File: src/rtl/paged_frame_allocator_translator_unit_defines.svh
// ----------------------------------------------------------------------------
// Assertion macros for the paged frame allocator / translator
// Shared concurrent assertion forms, clocked on clk and held off in reset.
// ----------------------------------------------------------------------------
`ifndef PAGED_FRAME_ALLOCATOR_TRANSLATOR_UNIT_DEFINES_SVH
`define PAGED_FRAME_ALLOCATOR_TRANSLATOR_UNIT_DEFINES_SVH

// Expression must hold at every edge out of reset.
`define PFAT_ASSERT_ALWAYS(lbl, expr, msg) \
	lbl: assert property (@(posedge clk) disable iff (!arst_n) (expr)) \
		else $error(msg);

// Consequent must hold in the same cycle as the antecedent.
`define PFAT_ASSERT_IMPL(lbl, ante, cons, msg) \
	lbl: assert property (@(posedge clk) disable iff (!arst_n) (ante) |-> (cons)) \
		else $error(msg);

// Consequent must hold in the cycle after the antecedent.
`define PFAT_ASSERT_NEXT(lbl, ante, cons, msg) \
	lbl: assert property (@(posedge clk) disable iff (!arst_n) (ante) |=> (cons)) \
		else $error(msg);

`endif

File: src/rtl/pfat_pkg.sv
// ----------------------------------------------------------------------------
// pfat_pkg
// Types, codes and constants shared by the frame allocator / translator.
// ----------------------------------------------------------------------------
`default_nettype none

package pfat_pkg;

	localparam int MAX_FRAMES_DEF    = 64;
	localparam int MAX_PAGE_SIZE     = 4096;

	localparam int PAGE_SIZE_W       = 13;
	localparam int MEMORY_SIZE_W     = 19;
	localparam int JOB_ID_W          = 16;
	localparam int JOB_SIZE_W        = 19;
	localparam int LOC_W             = 18;

	localparam int RESET_PAGE_SIZE   = 100;
	localparam int RESET_MEMORY_SIZE = 1000;

	// one restoring step per dividend bit
	localparam int DIV_STEPS         = JOB_SIZE_W;
	localparam int DIV_CNT_W         = $clog2(DIV_STEPS + 1);

	localparam int CFG_INDEX_W       = 1;
	localparam int CFG_DATA_W        = MEMORY_SIZE_W;

	typedef enum logic [CFG_INDEX_W-1:0] {
		REG_PAGE_SIZE   = 1'd0,
		REG_MEMORY_SIZE = 1'd1
	} cfg_reg_t;

	localparam logic [1:0] STATUS_OK           = 2'd0;
	localparam logic [1:0] STATUS_NO_FRAMES    = 2'd1;
	localparam logic [1:0] STATUS_BAD_LOCATION = 2'd2;
	localparam logic [1:0] STATUS_NO_JOB       = 2'd3;

	localparam logic MODE_LOAD      = 1'b0;
	localparam logic MODE_TRANSLATE = 1'b1;

	// input beat, first field in the highest bits
	typedef struct packed {
		logic [LOC_W-1:0]      byte_location;
		logic [JOB_SIZE_W-1:0] job_size;
		logic [JOB_ID_W-1:0]   job_id;
	} item_t;

	localparam int ITEM_W      = $bits(item_t);
	localparam int IN_TDATA_W  = ((ITEM_W + 7) / 8) * 8;

	// result beat, first field in the highest bits
	typedef struct packed {
		logic [6:0]  used_frames;
		logic [17:0] physical_address;
		logic [5:0]  frame_number;
		logic [11:0] page_offset;
		logic [5:0]  page_number;
		logic [6:0]  free_frames;
		logic [11:0] fragmentation;
		logic [6:0]  page_count;
		logic [1:0]  status;
	} res_t;

	localparam int RES_W       = $bits(res_t);
	localparam int OUT_TDATA_W = ((RES_W + 7) / 8) * 8;

	typedef struct packed {
		logic                   start;
		logic [JOB_SIZE_W-1:0]  dividend;
		logic [PAGE_SIZE_W-1:0] divisor;
	} div_req_t;

	typedef struct packed {
		logic                   done;
		logic [JOB_SIZE_W-1:0]  quotient;
		logic [PAGE_SIZE_W-1:0] remainder;
	} div_rsp_t;

	typedef enum logic [2:0] {
		ST_IDLE,
		ST_CFG_START,
		ST_CFG_WAIT,
		ST_LD_WAIT,
		ST_TR_WAIT,
		ST_TR_MUL,
		ST_EMIT
	} state_t;

	// zero reads as one byte, oversize clamps to the largest page
	function automatic logic [PAGE_SIZE_W-1:0] eff_page_size(
		input logic [PAGE_SIZE_W-1:0] ps
	);
		logic [PAGE_SIZE_W-1:0] r;
		if (ps == '0) begin
			r = PAGE_SIZE_W'(1);
		end else if (32'(ps) > MAX_PAGE_SIZE) begin
			r = PAGE_SIZE_W'(MAX_PAGE_SIZE);
		end else begin
			r = ps;
		end
		return r;
	endfunction

endpackage

`default_nettype wire

File: src/rtl/pfat_div.sv
// ----------------------------------------------------------------------------
// pfat_div
// Shared restoring divider, one quotient bit per cycle.
// ----------------------------------------------------------------------------
`default_nettype none

module pfat_div (
	input  wire logic               clk,
	input  wire logic               arst_n,
	input  wire pfat_pkg::div_req_t req,
	output pfat_pkg::div_rsp_t      rsp
);

	`include "paged_frame_allocator_translator_unit_defines.svh"

	logic                                active_q;
	logic                                done_q;
	logic [pfat_pkg::DIV_CNT_W-1:0]      cnt_q;
	logic [pfat_pkg::JOB_SIZE_W-1:0]     quo_q;
	logic [pfat_pkg::PAGE_SIZE_W-1:0]    rem_q;
	logic [pfat_pkg::PAGE_SIZE_W-1:0]    div_q;

	logic [pfat_pkg::PAGE_SIZE_W:0]      shifted;
	logic [pfat_pkg::PAGE_SIZE_W+1:0]    diff;
	logic                                neg;

	assign shifted = {rem_q, quo_q[pfat_pkg::JOB_SIZE_W-1]};
	assign diff    = {1'b0, shifted} - {2'b00, div_q};
	assign neg     = diff[pfat_pkg::PAGE_SIZE_W+1];

	always_ff @(posedge clk or negedge arst_n) begin
		if (!arst_n) begin
			active_q <= 1'b0;
			done_q   <= 1'b0;
			cnt_q    <= '0;
		end else if (req.start) begin
			active_q <= 1'b1;
			done_q   <= 1'b0;
			cnt_q    <= pfat_pkg::DIV_CNT_W'(pfat_pkg::DIV_STEPS);
		end else if (active_q) begin
			active_q <= (cnt_q != pfat_pkg::DIV_CNT_W'(1));
			done_q   <= (cnt_q == pfat_pkg::DIV_CNT_W'(1));
			cnt_q    <= cnt_q - pfat_pkg::DIV_CNT_W'(1);
		end else begin
			done_q   <= 1'b0;
		end
	end

	always_ff @(posedge clk) begin
		if (req.start) begin
			quo_q <= req.dividend;
			rem_q <= '0;
			div_q <= req.divisor;
		end else if (active_q) begin
			// keep the trial difference when it does not go negative
			quo_q <= {quo_q[pfat_pkg::JOB_SIZE_W-2:0], ~neg};
			rem_q <= neg ? shifted[pfat_pkg::PAGE_SIZE_W-1:0]
			             : diff[pfat_pkg::PAGE_SIZE_W-1:0];
		end
	end

	assign rsp.done      = done_q;
	assign rsp.quotient  = quo_q;
	assign rsp.remainder = rem_q;

	`PFAT_ASSERT_NEXT(a_div_done_pulse, done_q, !done_q, "divider done held longer than one cycle")
	`PFAT_ASSERT_IMPL(a_div_rem_range, done_q, rem_q < div_q, "divider remainder not below divisor")

endmodule

`default_nettype wire

File: src/rtl/paged_frame_allocator_translator_unit.sv
// ----------------------------------------------------------------------------
// paged_frame_allocator_translator_unit
// Frame allocator for one current job and job-relative address translator.
// ----------------------------------------------------------------------------
// One item at a time. A load waits on the shared divider, and a translate
// waits on it and then on a multiply state; the divider produces one
// quotient bit per cycle over the 19-bit dividend. A translate that finds
// no job or a byte past the job size skips the divider and goes straight to
// the emit state. Each configuration write starts the same divider on the
// usable-frame count (memory size over page size), and s_tready stays low
// until that division ends after the last write. A finished result sits
// in the output register while the next item is accepted.
// ----------------------------------------------------------------------------
`default_nettype none

module paged_frame_allocator_translator_unit #(
	parameter int MAX_FRAMES = pfat_pkg::MAX_FRAMES_DEF
) (
	input  wire logic                                clk,
	input  wire logic                                arst_n,

	// input stream
	input  wire logic                                s_tvalid,
	output logic                                     s_tready,
	// job_id[15:0], job_size[34:16], byte_location[52:35], zero pad
	input  wire logic [pfat_pkg::IN_TDATA_W-1:0]     s_tdata,
	// mode[0]
	input  wire logic                                s_tuser,

	// result stream
	output logic                                     m_tvalid,
	input  wire logic                                m_tready,
	// status[1:0], page_count[8:2], fragmentation[20:9], free_frames[27:21],
	// page_number[33:28], page_offset[45:34], frame_number[51:46],
	// physical_address[69:52], used_frames[76:70], zero pad
	output logic [pfat_pkg::OUT_TDATA_W-1:0]         m_tdata,

	// configuration writes
	input  wire logic                                cfg_we,
	input  wire logic [pfat_pkg::CFG_INDEX_W-1:0]    cfg_index,
	input  wire logic [pfat_pkg::CFG_DATA_W-1:0]     cfg_wdata
);

	`include "paged_frame_allocator_translator_unit_defines.svh"

	localparam int FRAME_CNT_W = $clog2(MAX_FRAMES + 1);
	localparam int RESET_USABLE =
		(pfat_pkg::RESET_MEMORY_SIZE / pfat_pkg::RESET_PAGE_SIZE > MAX_FRAMES)
		? MAX_FRAMES : pfat_pkg::RESET_MEMORY_SIZE / pfat_pkg::RESET_PAGE_SIZE;
	localparam int PAGES_W = pfat_pkg::JOB_SIZE_W + 1;

	// Frames only ever fill from frame zero upward and are released all at
	// once by a configuration write, so the busy frames are always the run
	// [0, used_q). A load takes frames used_q .. used_q + pages - 1, and page
	// p of the current job sits in frame base_q + p.

	pfat_pkg::state_t                       state_q, state_d;
	pfat_pkg::item_t                        item;
	pfat_pkg::div_req_t                     div_req;
	pfat_pkg::div_rsp_t                     div_rsp;
	pfat_pkg::res_t                         res_q;
	pfat_pkg::res_t                         res_d;
	pfat_pkg::res_t                         out_q;

	logic                                   m_tvalid_q;
	logic [pfat_pkg::PAGE_SIZE_W-1:0]       eff_ps_q;
	logic [pfat_pkg::MEMORY_SIZE_W-1:0]     memory_size_q;
	logic [FRAME_CNT_W-1:0]                 usable_q;
	logic [FRAME_CNT_W-1:0]                 used_q;
	logic [FRAME_CNT_W-1:0]                 base_q;
	logic                                   job_loaded_q;
	logic [pfat_pkg::JOB_SIZE_W-1:0]        job_size_q;
	logic [FRAME_CNT_W-1:0]                 fr_q;
	logic [pfat_pkg::PAGE_SIZE_W-1:0]       off_q;

	logic                                   accept;
	logic                                   is_load;
	logic                                   tr_in_range;
	logic                                   emit_fire;
	logic                                   div_wait;
	logic [PAGES_W-1:0]                     pages;
	logic [FRAME_CNT_W-1:0]                 free_cnt;
	logic                                   load_ok;
	logic [FRAME_CNT_W-1:0]                 used_next;
	logic [FRAME_CNT_W-1:0]                 fr_next;
	logic [FRAME_CNT_W+pfat_pkg::PAGE_SIZE_W-1:0] prod;
	logic [pfat_pkg::JOB_SIZE_W-1:0]        usable_quo;

	assign item        = s_tdata[pfat_pkg::ITEM_W-1:0];
	assign accept      = s_tvalid && s_tready;
	assign is_load     = (s_tuser == pfat_pkg::MODE_LOAD);
	assign tr_in_range = job_loaded_q && ({1'b0, item.byte_location} < job_size_q);
	assign emit_fire   = (state_q == pfat_pkg::ST_EMIT) && (!m_tvalid_q || m_tready);

	// states in which the divider may report done
	assign div_wait = (state_q == pfat_pkg::ST_CFG_START)
	               || (state_q == pfat_pkg::ST_CFG_WAIT)
	               || (state_q == pfat_pkg::ST_LD_WAIT)
	               || (state_q == pfat_pkg::ST_TR_WAIT);

	// load arithmetic, valid while the divider reports done in ST_LD_WAIT
	assign pages     = {1'b0, div_rsp.quotient} + PAGES_W'(div_rsp.remainder != '0);
	assign free_cnt  = usable_q - used_q;
	assign load_ok   = (pages <= PAGES_W'(free_cnt));
	assign used_next = load_ok ? used_q + FRAME_CNT_W'(pages) : used_q;

	// translate: frame of the page, then frame times page size
	assign fr_next = base_q + FRAME_CNT_W'(div_rsp.quotient);
	assign prod    = fr_q * eff_ps_q;

	// quotient as the usable-frame count, capped at the table depth when stored
	assign usable_quo = div_rsp.quotient;

	// ---------------------------------------------------------------- FSM
	always_comb begin
		state_d = state_q;
		if (cfg_we) begin
			state_d = pfat_pkg::ST_CFG_START;
		end else begin
			unique case (state_q)
				pfat_pkg::ST_IDLE: begin
					if (accept) begin
						if (is_load) begin
							state_d = pfat_pkg::ST_LD_WAIT;
						end else if (tr_in_range) begin
							state_d = pfat_pkg::ST_TR_WAIT;
						end else begin
							state_d = pfat_pkg::ST_EMIT;
						end
					end
				end
				pfat_pkg::ST_CFG_START: state_d = pfat_pkg::ST_CFG_WAIT;
				pfat_pkg::ST_CFG_WAIT: begin
					if (div_rsp.done) state_d = pfat_pkg::ST_IDLE;
				end
				pfat_pkg::ST_LD_WAIT: begin
					if (div_rsp.done) state_d = pfat_pkg::ST_EMIT;
				end
				pfat_pkg::ST_TR_WAIT: begin
					if (div_rsp.done) state_d = pfat_pkg::ST_TR_MUL;
				end
				pfat_pkg::ST_TR_MUL: state_d = pfat_pkg::ST_EMIT;
				pfat_pkg::ST_EMIT: begin
					if (emit_fire) state_d = pfat_pkg::ST_IDLE;
				end
				default: state_d = pfat_pkg::ST_IDLE;
			endcase
		end
	end

	// Drive the handshake and the divider request from the state.
	always_comb begin
		s_tready         = 1'b0;
		div_req.start    = 1'b0;
		div_req.dividend = item.job_size;
		div_req.divisor  = eff_ps_q;
		unique case (state_q)
			pfat_pkg::ST_IDLE: begin
				// hold off an item in the cycle of a register write
				s_tready = !cfg_we;
				if (is_load) begin
					div_req.dividend = item.job_size;
				end else begin
					div_req.dividend = {1'b0, item.byte_location};
				end
				div_req.start = accept && (is_load || tr_in_range);
			end
			pfat_pkg::ST_CFG_START: begin
				div_req.dividend = memory_size_q;
				div_req.start    = 1'b1;
			end
			pfat_pkg::ST_CFG_WAIT,
			pfat_pkg::ST_LD_WAIT,
			pfat_pkg::ST_TR_WAIT,
			pfat_pkg::ST_TR_MUL,
			pfat_pkg::ST_EMIT: begin
				s_tready = 1'b0;
			end
			default: s_tready = 1'b0;
		endcase
	end

	pfat_div u_div (
		.clk    (clk),
		.arst_n (arst_n),
		.req    (div_req),
		.rsp    (div_rsp)
	);

	// ---------------------------------------------------------- control
	always_ff @(posedge clk or negedge arst_n) begin
		if (!arst_n) begin
			state_q       <= pfat_pkg::ST_IDLE;
			m_tvalid_q    <= 1'b0;
			eff_ps_q      <= pfat_pkg::PAGE_SIZE_W'(pfat_pkg::RESET_PAGE_SIZE);
			memory_size_q <= pfat_pkg::MEMORY_SIZE_W'(pfat_pkg::RESET_MEMORY_SIZE);
			usable_q      <= FRAME_CNT_W'(RESET_USABLE);
			used_q        <= '0;
			job_loaded_q  <= 1'b0;
		end else begin
			state_q <= state_d;

			if (emit_fire) begin
				m_tvalid_q <= 1'b1;
			end else if (m_tready) begin
				m_tvalid_q <= 1'b0;
			end

			if (cfg_we) begin
				// any write frees every frame and drops the job
				unique case (pfat_pkg::cfg_reg_t'(cfg_index))
					pfat_pkg::REG_PAGE_SIZE: begin
						eff_ps_q <= pfat_pkg::eff_page_size(
							cfg_wdata[pfat_pkg::PAGE_SIZE_W-1:0]);
					end
					pfat_pkg::REG_MEMORY_SIZE: begin
						memory_size_q <= cfg_wdata;
					end
					default: memory_size_q <= memory_size_q;
				endcase
				used_q       <= '0;
				job_loaded_q <= 1'b0;
			end else begin
				if (state_q == pfat_pkg::ST_CFG_WAIT && div_rsp.done) begin
					if (32'(usable_quo) > 32'(MAX_FRAMES)) begin
						usable_q <= FRAME_CNT_W'(MAX_FRAMES);
					end else begin
						usable_q <= FRAME_CNT_W'(usable_quo);
					end
				end
				if (state_q == pfat_pkg::ST_LD_WAIT && div_rsp.done) begin
					used_q       <= used_next;
					job_loaded_q <= load_ok;
				end
			end
		end
	end

	// ---------------------------------------------------------- payload
	// Build the next result: clear it on accept, then fill in the load or
	// translate fields as the divider and the multiplier finish.
	always_comb begin
		res_d = res_q;
		if (state_q == pfat_pkg::ST_IDLE && accept) begin
			res_d             = '0;
			res_d.used_frames = 7'(used_q);
			if (!is_load) begin
				if (!job_loaded_q) begin
					res_d.status = pfat_pkg::STATUS_NO_JOB;
				end else if (!tr_in_range) begin
					res_d.status = pfat_pkg::STATUS_BAD_LOCATION;
				end
			end
		end

		if (state_q == pfat_pkg::ST_LD_WAIT && div_rsp.done) begin
			res_d.status        = load_ok ? pfat_pkg::STATUS_OK
			                              : pfat_pkg::STATUS_NO_FRAMES;
			res_d.page_count    = (pages > PAGES_W'(127)) ? 7'd127 : 7'(pages);
			res_d.fragmentation = (div_rsp.remainder != '0)
			                      ? 12'(eff_ps_q - div_rsp.remainder) : 12'd0;
			res_d.free_frames   = 7'(free_cnt);
			res_d.used_frames   = 7'(used_next);
		end

		if (state_q == pfat_pkg::ST_TR_WAIT && div_rsp.done) begin
			res_d.page_number  = 6'(div_rsp.quotient);
			res_d.page_offset  = 12'(div_rsp.remainder);
			res_d.frame_number = 6'(fr_next);
		end

		if (state_q == pfat_pkg::ST_TR_MUL) begin
			res_d.physical_address = 18'(prod) + 18'(off_q);
		end
	end

	always_ff @(posedge clk) begin
		if (state_q == pfat_pkg::ST_IDLE && accept && is_load) begin
			job_size_q <= item.job_size;
			base_q     <= used_q;
		end

		res_q <= res_d;

		if (state_q == pfat_pkg::ST_TR_WAIT && div_rsp.done) begin
			fr_q  <= fr_next;
			off_q <= div_rsp.remainder;
		end

		if (emit_fire) begin
			out_q <= res_q;
		end
	end

	assign m_tvalid = m_tvalid_q;
	assign m_tdata  = {(pfat_pkg::OUT_TDATA_W - pfat_pkg::RES_W)'(0), out_q};

	`PFAT_ASSERT_ALWAYS(a_used_le_usable, used_q <= usable_q, "more frames used than usable")
	`PFAT_ASSERT_NEXT(a_cfg_clears, cfg_we, (used_q == '0) && !job_loaded_q, "write left frames")
	`PFAT_ASSERT_IMPL(a_div_done_state, div_rsp.done, div_wait, "divider done outside a wait")

endmodule

`default_nettype wire

File: config.mk
export PLATFORM = sky130hd
export DESIGN_NAME = paged_frame_allocator_translator_unit
export DESIGN_NICKNAME = d
export VERILOG_FILES = /design/src/rtl/pfat_pkg.sv /design/src/rtl/pfat_div.sv /design/src/rtl/paged_frame_allocator_translator_unit.sv
export VERILOG_INCLUDE_DIRS = /design/src /design/src/rtl
export SDC_FILE = /design/constraint.sdc
export NUM_CORES = 1
export LEC_CHECK = 0
export BUFFER_PORTS_ARGS = -buffer_cell sky130_fd_sc_hd__buf_2
export CAP_MARGIN = 15
export CORE_MARGIN = 5
export CORE_UTILIZATION = 50
export DETAILED_ROUTE_END_ITERATION = 16
export PLACE_DENSITY = 0.77
export SYNTH_ARGS = -nofsm -noshare
export SYNTH_HDL_FRONTEND = slang
export SYNTH_HIERARCHICAL = 1
export SYNTH_SLANG_ARGS = --single-unit
File: constraint.sdc
create_clock -name clk -period 5.34 [get_ports clk]
set_clock_uncertainty 0.1 [all_clocks]
set_input_delay 1.068 -clock clk [delete_from_list [all_inputs] [get_ports clk]]
set_output_delay 1.068 -clock clk [all_outputs]
set_load 0.005 [all_outputs]
==> results.json <==
{
  "finalSetupTns_ps": 0,
  "fmax_mhz": 198,
  "r2r-start": "fr_q[3]",
  "min_path_type": "reg2reg",
  "cts-root-buf": "clkbuf_16",
  "core_area_mm2": 0.0336,
  "dieArea_mm2": 0.0379,
  "finalCoreUtilization_pct": 57.6,
  "fin_crit_ps": 5040,
  "cp-end-kind": "flop",
  "stdcell_area_mm2": 0.0194,
  "clockPowerShare_pct": 25.2,
  "slew_violations": 0,
  "worstMarginPinSlew_ps": 1060,
  "p_seq_share_pct": 37.6,
  "setup_viol": 0,
  "synth-edff-count": 232,
  "worst-path-buf-inv": 4,
  "n_antenna_cell": 0,
  "drc": 0,
  "drtIter0Drc": 1102,
  "grt_pass1_wl_um": 60900,
  "combPwrFrac_pct": 37.2,
  "hold_violations": 0,
  "outcome": "complete, no violations",
  "post_drt_wl_per_cell_um": 18.2,
  "ys_async_sr_fraction_pct": 19.1,
  "finalPower_mw": 9.11,
  "vias_per_cell": 5.53,
  "synthTopCellsByArea": "edfxtp_1, fa_1, ha_1",
  "synth_seq_cells": 303,
  "antenna_found_initial": 2,
  "grt_pass1_vias": 11486,
  "slowest_delay_ps": 690,
  "peakVddDrop_mv": 0.276,
  "gp_congestion": 0.926,
  "finalNetCount": 1864,
  "leakage_nw": 8.14,
  "power_density_mw_per_mm2": 470,
  "p_switching_mw": 3.29,
  "syn_avg_cell_area_um2": 11.7,
  "ant_nets": 0,
  "layout-drive-gt1-share_pct": 17.8,
  "synthCells": 1461,
  "finalCritPeriodShare_pct": 94.5,
  "ios": 164,
  "crit_type": "reg2reg",
  "required_ps": 5540,
  "die_y_um": 195,
  "hold_path_startpoint": "res_q[70]",
  "clkTransAtPathRegs_ps": 60,
  "numPortBuffers": 141,
  "std_cell_rows": 67,
  "cts_tree": "built",
  "worst_slack_ps": 295,
  "holdBufCountCts": 0,
  "die_w_um": 195,
  "grt_usage_pct": 19.8,
  "yosysTopAreaCell": "edfxtp_1",
  "timing.slew.headroom_pct": 29.0,
  "crit_path_max_fanout": 13,
  "clk_path_buf_depth": 3,
  "clock_latency_ps": 580,
  "grt_max_degree": 59,
  "post_cts_buffers": 0,
  "grt_remaining_overflow": 0,
  "seq_area_frac_synth_pct": 51.0,
  "synth-main-ff-cell": "edfxtp_1",
  "worstSetupStartpointType": "flop",
  "drt-total-wl_um": 37900,
  "synthToLayoutAreaGrowth_pct": 13.5,
  "clock-sinks": 303,
  "worstSetupStartpoint": "fr_q[3]",
  "cp.arrival_ps": 5240,
  "switching_share_pct": 36.1,
  "first_pass_iters": 6,
  "crit_path_cell_trace": "and2_1 -> fa_1 -> inv_1 -> fa_1 -> inv_1 -> fa_1 -> inv_1 -> fa_1 -> inv_1 -> ha_1 -> o21ai_0 -> a2111oi_0 -> o21a_1 -> nor3_1",
  "place_area_mm2": 0.0183,
  "cp_slowest_cell": "a2111oi_0",
  "post-dp-hpwl_um": 28100,
  "ys_types": 82,
  "yosysTopAreaCellShare_pct": 40.9,
  "netlist_area_mm2": 0.0171,
  "crit_family": "adder cells",
  "place_ws_ps": 356,
  "post_cts_resized": 0,
  "rsz0062_at_grt": "false",
  "cts_buffers": 31,
  "p_int_mw": 5.82,
  "ys_warn_count": 6,
  "start_util_pct": 50.7,
  "cts_max_level": 1,
  "via_count": 11501,
  "maxCapViolations": 0
}
path summary, 6_finish.rpt:
check	to	slack (ps)	depth (start not counted)
setup / recovery	res_q[66]	300	14
hold / removal	m_tdata[70]	310	0
setup reg to reg	res_q[66]	300	14
hold reg to reg	m_tdata[70]	310	0
max in group asynchronous	eff_ps_q[9]	4060	2
min in group asynchronous	used_q[1]	540	2
worst register-to-register path, cell delays in order (launching register included):
cell       delay (ps)
edfxtp_1          600
and2_1            280
fa_1              540
inv_1              50
fa_1              470
inv_1              50
fa_1              520
inv_1              50
fa_1              520
inv_1              40
ha_1              320
o21ai_0           270
a2111oi_0         690
o21a_1            220
nor3_1             40
power groups by stage:
stage	logic (mW)	clock network, mW	registers, mW
floorplan	2.61	0	3.29
global placement	3.23	0	3.45
detailed placement	3.33	0	3.47
CTS	3.35	2.34	3.42
global route	3.75	2.44	3.48
finish	3.38	2.30	3.43
state kept, by name, summed over array words and instances, names as in the netlist, 13 cells and up:
register	flops
u_div/div_q	13
u_div/quo_q	19
u_div/rem_q	13
memory_size_q	19
res_q	77
job_size_q	19
eff_ps_q	13
m_tdata	77
off_q	13
layout make-up:
| cell class | count | area [um2] |
|---|---|---|
| clock buffers | 35 | 801 |
| clock inverters | 23 | 280 |
| fillers | 2717 | 14300 |
| inverters | 211 | 792 |
| multi-input cells | 898 | 7360 |
| flip-flops and latches | 303 | 8690 |
| well taps | 448 | 561 |
| repair buffers | 163 | 871 |
layer usage:
metal  part of all wire [%]  vias to the layer above  track usage (%)
met5                  0.058                        -                0
met4                    2.5                        4             5.70
met3                    7.5                       60             3.76
met2                     45                      406             30.2
met1                     45                     5641             29.0
li1                       -                     5390                -
cell usage after synthesis, types with 7 or more instances:
| cell | instances |
|---|---|
| nor3b_1 | 7 |
| xnor2_1 | 28 |
| nand2_1 | 106 |
| mux2_2 | 39 |
| a21oi_1 | 67 |
| nor2_1 | 65 |
| o21a_1 | 10 |
| nand4_1 | 8 |
| ha_1 | 103 |
| xor2_1 | 14 |
| dfxtp_1 | 13 |
| nor2b_1 | 16 |
| o21ai_0 | 43 |
| nand2b_1 | 27 |
| clkbuf_1 | 34 |
| fa_1 | 71 |
| a22o_1 | 17 |
| o211ai_1 | 7 |
| a21o_1 | 15 |
| nand3_1 | 30 |
| dfrtp_1 | 47 |
| nor3_1 | 29 |
| and2_1 | 61 |
| inv_1 | 211 |
| edfxtp_1 | 232 |
| a222oi_1 | 18 |
| dfstp_2 | 11 |
| o21bai_1 | 8 |
| nor4_1 | 10 |
| mux2i_1 | 10 |
stage by stage:
stage / cells / hold slack [ps]
after detailed placement: 2023 / 305
after global placement: 2023 / 305
after global routing: 2081 / 320
after floorplan: 1463 / 300
final: 2081 / 313
after CTS: 2081 / 315
cell families after synthesis:
family	count (synthesis)	share of synthesized area [%]
other	1	0.0220
buffers and inverters	262	6.03
AO/OA/AOI/OAI	249	10.4
adder cells (fa/ha/maj)	175	16.0
AND/OR/NAND/NOR	379	11.2
flip-flops	303	51.0
XOR/XNOR	42	2.16
multiplexers	50	3.25
layout by cell type, fill, tap and decap left out, drive strengths merged, types with 47 or more instances in the layout:
cell type,Yosys,layout
edfxtp,232,232
inv,211,214
buf,16,163
nand2,108,108
ha,103,103
fa,71,71
a21oi,71,71
nor2,65,65
and2,61,61
dfrtp,47,47
(Power assumes the default switching activity.)
